### src/design/msrt_pkg.sv
// Shared types, constants and codes for the masked scatter-reduce table.
// Used by every module of the block; depends on nothing.
package msrt_pkg;

  localparam int unsigned DEPTH      = 1024;
  localparam int unsigned DATA_WIDTH = 32;
  localparam int unsigned AW         = $clog2(DEPTH);

  localparam int unsigned ADDR_W     = 10;
  localparam int unsigned VAL_W      = 32;
  localparam int unsigned TSIZE_W    = 11;
  localparam int unsigned CFG_W      = 11;
  localparam int unsigned CFG_IDX_W  = 2;
  localparam int unsigned IN_DATA_W  = 48;
  localparam int unsigned OUT_DATA_W = 40;

  typedef enum logic [2:0] {
    OP_ADD     = 3'd0,
    OP_SUB     = 3'd1,
    OP_MUL     = 3'd2,
    OP_MIN     = 3'd3,
    OP_MAX     = 3'd4,
    OP_STORE   = 3'd5,
    OP_NOP6    = 3'd6,
    OP_NOP7    = 3'd7
  } op_e;

  typedef enum logic [1:0] {
    ST_APPLIED = 2'd0,
    ST_SKIPPED = 2'd1,
    ST_OOR     = 2'd2,
    ST_READ    = 2'd3
  } status_e;

  typedef enum logic [CFG_IDX_W-1:0] {
    REG_OP_MODE    = 2'd0,
    REG_IS_SIGNED  = 2'd1,
    REG_TABLE_SIZE = 2'd2,
    REG_NONE       = 2'd3
  } reg_idx_e;

  typedef enum logic [1:0] {
    FSM_CLEAR = 2'd0,
    FSM_IDLE  = 2'd1,
    FSM_EXEC  = 2'd2
  } fsm_e;

  typedef enum logic {
    KIND_UPDATE = 1'b0,
    KIND_READ   = 1'b1
  } kind_e;

  typedef struct packed {
    logic [DATA_WIDTH-1:0] value;
    logic                  mask;
  } entry_t;

  typedef struct packed {
    logic              kind;
    logic [ADDR_W-1:0] address;
    logic              address_masked;
    logic [VAL_W-1:0]  value;
    logic              value_masked;
    logic              in_range;
  } item_t;

endpackage

### src/design/msrt_alu.sv
// Reduce unit: wrapping add, sub, multiply and signed or unsigned min/max.
// Depends on msrt_pkg for the op codes and element width.
module msrt_alu (
  input  msrt_pkg::op_e                     op_i,
  input  logic                              is_signed_i,
  input  logic [msrt_pkg::DATA_WIDTH-1:0]   old_i,
  input  logic [msrt_pkg::DATA_WIDTH-1:0]   operand_i,
  output logic [msrt_pkg::DATA_WIDTH-1:0]   result_o
);
  import msrt_pkg::*;

  logic [DATA_WIDTH-1:0] sign_flip;
  logic [DATA_WIDTH-1:0] old_cmp;
  logic [DATA_WIDTH-1:0] opd_cmp;
  logic                  opd_lt_old;
  logic                  old_lt_opd;

  // flip the sign bit so signed compare becomes unsigned compare
  assign sign_flip  = {is_signed_i, {(DATA_WIDTH-1){1'b0}}};
  assign old_cmp    = old_i ^ sign_flip;
  assign opd_cmp    = operand_i ^ sign_flip;
  assign opd_lt_old = opd_cmp < old_cmp;
  assign old_lt_opd = old_cmp < opd_cmp;

  always_comb begin
    case (op_i)
      OP_ADD:  result_o = old_i + operand_i;
      OP_SUB:  result_o = old_i - operand_i;
      OP_MUL:  result_o = DATA_WIDTH'(old_i * operand_i);
      OP_MIN:  result_o = opd_lt_old ? operand_i : old_i;
      OP_MAX:  result_o = old_lt_opd ? operand_i : old_i;
      default: result_o = old_i;
    endcase
  end

endmodule

### config.mk
export PLATFORM = sky130hd
export DESIGN_NAME = msrt_alu
export DESIGN_NICKNAME = d
export VERILOG_FILES = /design/src/design/msrt_pkg.sv /design/src/design/msrt_alu.sv
export SDC_FILE = /design/constraint.sdc
export NUM_CORES = 1
export LEC_CHECK = 0
export BUFFER_PORTS_ARGS = -buffer_cell sky130_fd_sc_hd__buf_4
export CAP_MARGIN = 20
export CORE_ASPECT_RATIO = 0.7
export CORE_MARGIN = 2
export CORE_UTILIZATION = 65
export DETAILED_ROUTE_END_ITERATION = 10
export PLACE_DENSITY = 0.84
export SLEW_MARGIN = 20
export SYNTH_ARGS = -nofsm -noshare
export SYNTH_HDL_FRONTEND = slang
export SYNTH_SLANG_ARGS = --single-unit
### constraint.sdc
create_clock -name vclk -period 13.15
set_input_delay 0 -clock vclk [all_inputs]
set_output_delay 0 -clock vclk [all_outputs]
set_load 0.02 [all_outputs]
# [Word-level counts from Yosys, hierarchy flattened]
# Cells that the tools add are included.
[totals] reg_bits=0 out_inout_bits=32
[classes] add_sub_neg=2 multipliers=1 n_lt_le_gt_ge=2 eq_ne=4 muxes=3 bitwise=2 n_reduce_logical=1
[op_table] cell="$pmux 32 s5" count=1
[op_table] cell="$lt 32x32->1" count=2
[op_table] cell="$mux 32" count=2
[op_table] cell="$xor 32x32->32" count=2
[op_table] cell="$add 32x32->32" count=1
[op_table] cell="$mul 32x32->32" count=1
[op_table] cell="$sub 32x32->32" count=1
[op_table] cell="$eq 3x2->1 const B" count=2
[op_table] cell="$eq 3x1->1 const B" count=1
[op_table] cell="$eq 3x3->1 const B" count=1
[op_table] cell="$logic_not 3->1" count=1

# [Depth between registers and ports, before layout]
[logic_depth] ltp_word=4 ltp_mapped=28

# [Worst setup path before layout]
# OpenSTA, ideal clock, no wires.
[synth_timing] path_type="input to output" from="input operand_i[6] (netlist name)" to="output result_o[30] (netlist name)" t_arrival_ns=6.641 required_time_ns=13.150 path_slack_ns=6.509 stages=24 path_cell_list="clkbuf_1 -> clkbuf_1 -> and2_1 -> fa_1 -> fa_1 -> fa_1 -> inv_1 -> fa_1 -> inv_1 -> fa_1 -> fa_1 -> fa_1 -> fa_1 -> ha_1 -> clkbuf_1 -> nand4_1 -> nor2_1 -> nand3_1 -> or3_1 -> nand4_1 -> o211ai_1 -> o21ai_0 -> xnor2_1 -> o22ai_1"
[synth_between] elab_chain_len=4
[synth_rtl] element="start, declared" line="msrt_alu.sv:7" source="input logic [msrt_pkg::DATA_WIDTH-1:0] operand_i,"
[synth_rtl] element="branches (longest 3 deep; another with $mul 32x32->32)"
[synth_rtl] element="$pmux 32 s5 *" line="msrt_alu.sv:26" source="case (op_i)"
[synth_rtl] element="end, declared" line="msrt_alu.sv:8" source="output logic [msrt_pkg::DATA_WIDTH-1:0] result_o"
# Every way passes the cells marked *.

# [Worst setup path in the final report]
[layout_timing] from="input old_i[12] (netlist name)" to="output result_o[30] (netlist name)"
[layout_between] elab_chain_len=4
[layout_rtl] element="start, declared" line="msrt_alu.sv:6" source="input logic [msrt_pkg::DATA_WIDTH-1:0] old_i,"
[layout_rtl] element="branches (longest 3 deep; another with $mul 32x32->32)"
[layout_rtl] element="$pmux 32 s5 *" line="msrt_alu.sv:26"
# Marks and branches as above.

==> flow_summary_export.csv <==
group,metric,value,unit
run_status,status,"finished, final reports clean",
floorplan,dieHeight,150,um
critical_path,end_kind,"primary output",
critical_path,critical_path_required,13.15,ns
synthesis,yosys.area.top_type_share,41.2,%
flow_run,maxCapViolations,0,
cells_and_area,regArea,0,sq um
timing,slew_headroom,32.3,%
critical_path,crit_family,"adder cells",
critical_path,max_stage_delay,0.54,ns
global_route,antenna_found_initial,0,
detailed_routing,drtIter0Drc,2182,
global_route,grt.total_usage,44.3,%
global_route,grt_max_degree,36,
synthesis,netlist_instances,2364,
timing,slew_viol_final,0,
global_route,grt_pass1_vias,18300,
clocking,holdBufCountCts,0,
placement,gp_congestion,1.06,
timing,finalCriticalPeriod,7.45,ns
synthesis,synth.area.mux_share,0.963,%
cells_and_area,final_cell_mix,"inv_1 (422), fa_1 (409), nand2_1 (279)",
critical_path,slowest_stage,"fa_1",
synthesis,synth_top_family_by_area,"adder cells",
floorplan,boundaryPins,100,
synthesis,yosysWarnings,0,
timing,timing.fmax,134,MHz
timing,finalSetupViolCount,0,
detailed_routing,dr.pass1.iters,9,
critical_path,startpoint_type,"primary input",
min_path,hp-class,"primary input to primary output",
cells_and_area,syn2layout_area_growth,4.21,%
cells_and_area,design_area,20700,sq um
timing,rsz0062_at_grt,"false",
detailed_routing,wire_per_inst,24.9,um
synthesis,syn_area_per_cell,8.40,sq um
detailed_routing,ant_nets,0,
timing,tightest_slew,1.01,ns
synthesis,synthesis.area,19900,sq um
clocking,ctsResizeCount,0,
cells_and_area,nNetsFinal,3027,
detailed_routing,drc_errors,0,
placement,io_buffers,100,
global_route,grt_pass1_wl,105000,um
critical_path,path_max_fanout,23,
cells_and_area,nFillCells,2395,
critical_path,critPathKind,"primary input to primary output",
global_route,overflow,0,
timing,finalHoldViolCount,0,
cells_and_area,nFlopsAndLatches,0,
timing,timing.hold.ws,0.477,ns
synthesis,yosys.area_share.simple,18.8,%
timing,tns,0,ns
cells_and_area,multiInputGateArea,17800,sq um
synthesis,seq_area_frac_synth,0,%
synthesis,synth.distinct_cells,70,
cells_and_area,nClkBuffers,0,
synthesis,synth_fp_nets,3042,
floorplan,start_util,66.1,%
floorplan,die_area,32000,sq um
synthesis,synth.area.top_cells,"fa_1 (41%), ha_1 (13%), and2_1 (8.0%), inv_1 (8.0%), nand2_1 (5.3%)",
floorplan,core,30000,sq um
cells_and_area,layout-drive-gt1-share,5.20,%
cells_and_area,layout_commonest_cell,"inv_1",
detailed_routing,drt-vias-per-instance,6.38,
clocking,post_cts_buffers,0,
floorplan,fp.dieW,213,um
timing,fin_crit_sh,56.7,%
synthesis,synth_top_area_cell,"fa_1",
critical_path,worstPathArrival,7.45,ns
detailed_routing,wl,68600,um
placement,dpl.hpwl,51400,um
synthesis,synth_compound_area_share,9.75,%
floorplan,row_count,53,
critical_path,cp_common_cell,"fa_1",
synthesis,synth_adder_area_share,53.9,%
synthesis,synthXorXnorAreaFrac,6.16,%
detailed_routing,vias,17600,
placement,placed_cell_area,20700,sq um
critical_path,critPathBufInv,6,
-- logic make-up after synthesis --
kind of cell               after synthesis
muxes                                   19
AOI/OAI and AO/OA                      294
xor gates and xnor gates               139
adders and majority gates              610
and+or+nand+nor                        754
buffers and inverters                  548
-- worst paths after layout --
check | from | endpoint | slack [ns] | cells past startpoint
worst min-delay path | op_i[0] | result_o[31] | 0.48 | 4
worst max-delay path | old_i[12] | result_o[30] | 5.70 | 26
-- metrics by stage --
step	util, %	std cells	setup slack, ns
6_report	68.9	2760	5.70
5_1_grt	68.9	2759	5.45
4_1_cts	68.9	2759	5.86
3_5_place_dp	68.9	2759	5.89
3_3_place_gp	68.9	2759	5.93
2_1_floorplan	-	2364	6.51
-- synth_stat cells (8+ instances only) --
cell / instances
o21bai_1: 8
nor3_1: 18
mux2i_1: 18
xor2_1: 33
nand2b_1: 9
nor2b_1: 10
o21ai_0: 53
a31oi_1: 14
a221oi_1: 13
nand2_1: 279
nor2_1: 117
clkbuf_1: 115
and2_1: 255
nand4_1: 11
a21oi_1: 81
inv_1: 422
a222oi_1: 8
fa_1: 409
nand3_1: 17
o21a_1: 13
xnor2_1: 105
ha_1: 201
a21o_1: 30
-- tightest hold or removal path, delay by kind of cell --
kind,cells,cell delay [ns]
AOI/OAI and AO/OA,2,0.19
buffers and inverters,2,0.29
-- cell type report --
class	instances	share of cell area, %
well taps	412	2.49
multi-input cells	1816	85.9
diodes	1	0.0121
inverters	423	7.67
repair buffers	108	3.92
-- metal layers --
metal  global-route usage, %  wire (um)  up-vias
met2                    64.5      27900     1366
li1                        -          -     7318
met1                    61.0      26500     8661
met5                    1.57         69        -
met4                    15.7       3320        2
met3                    15.9      10800      270
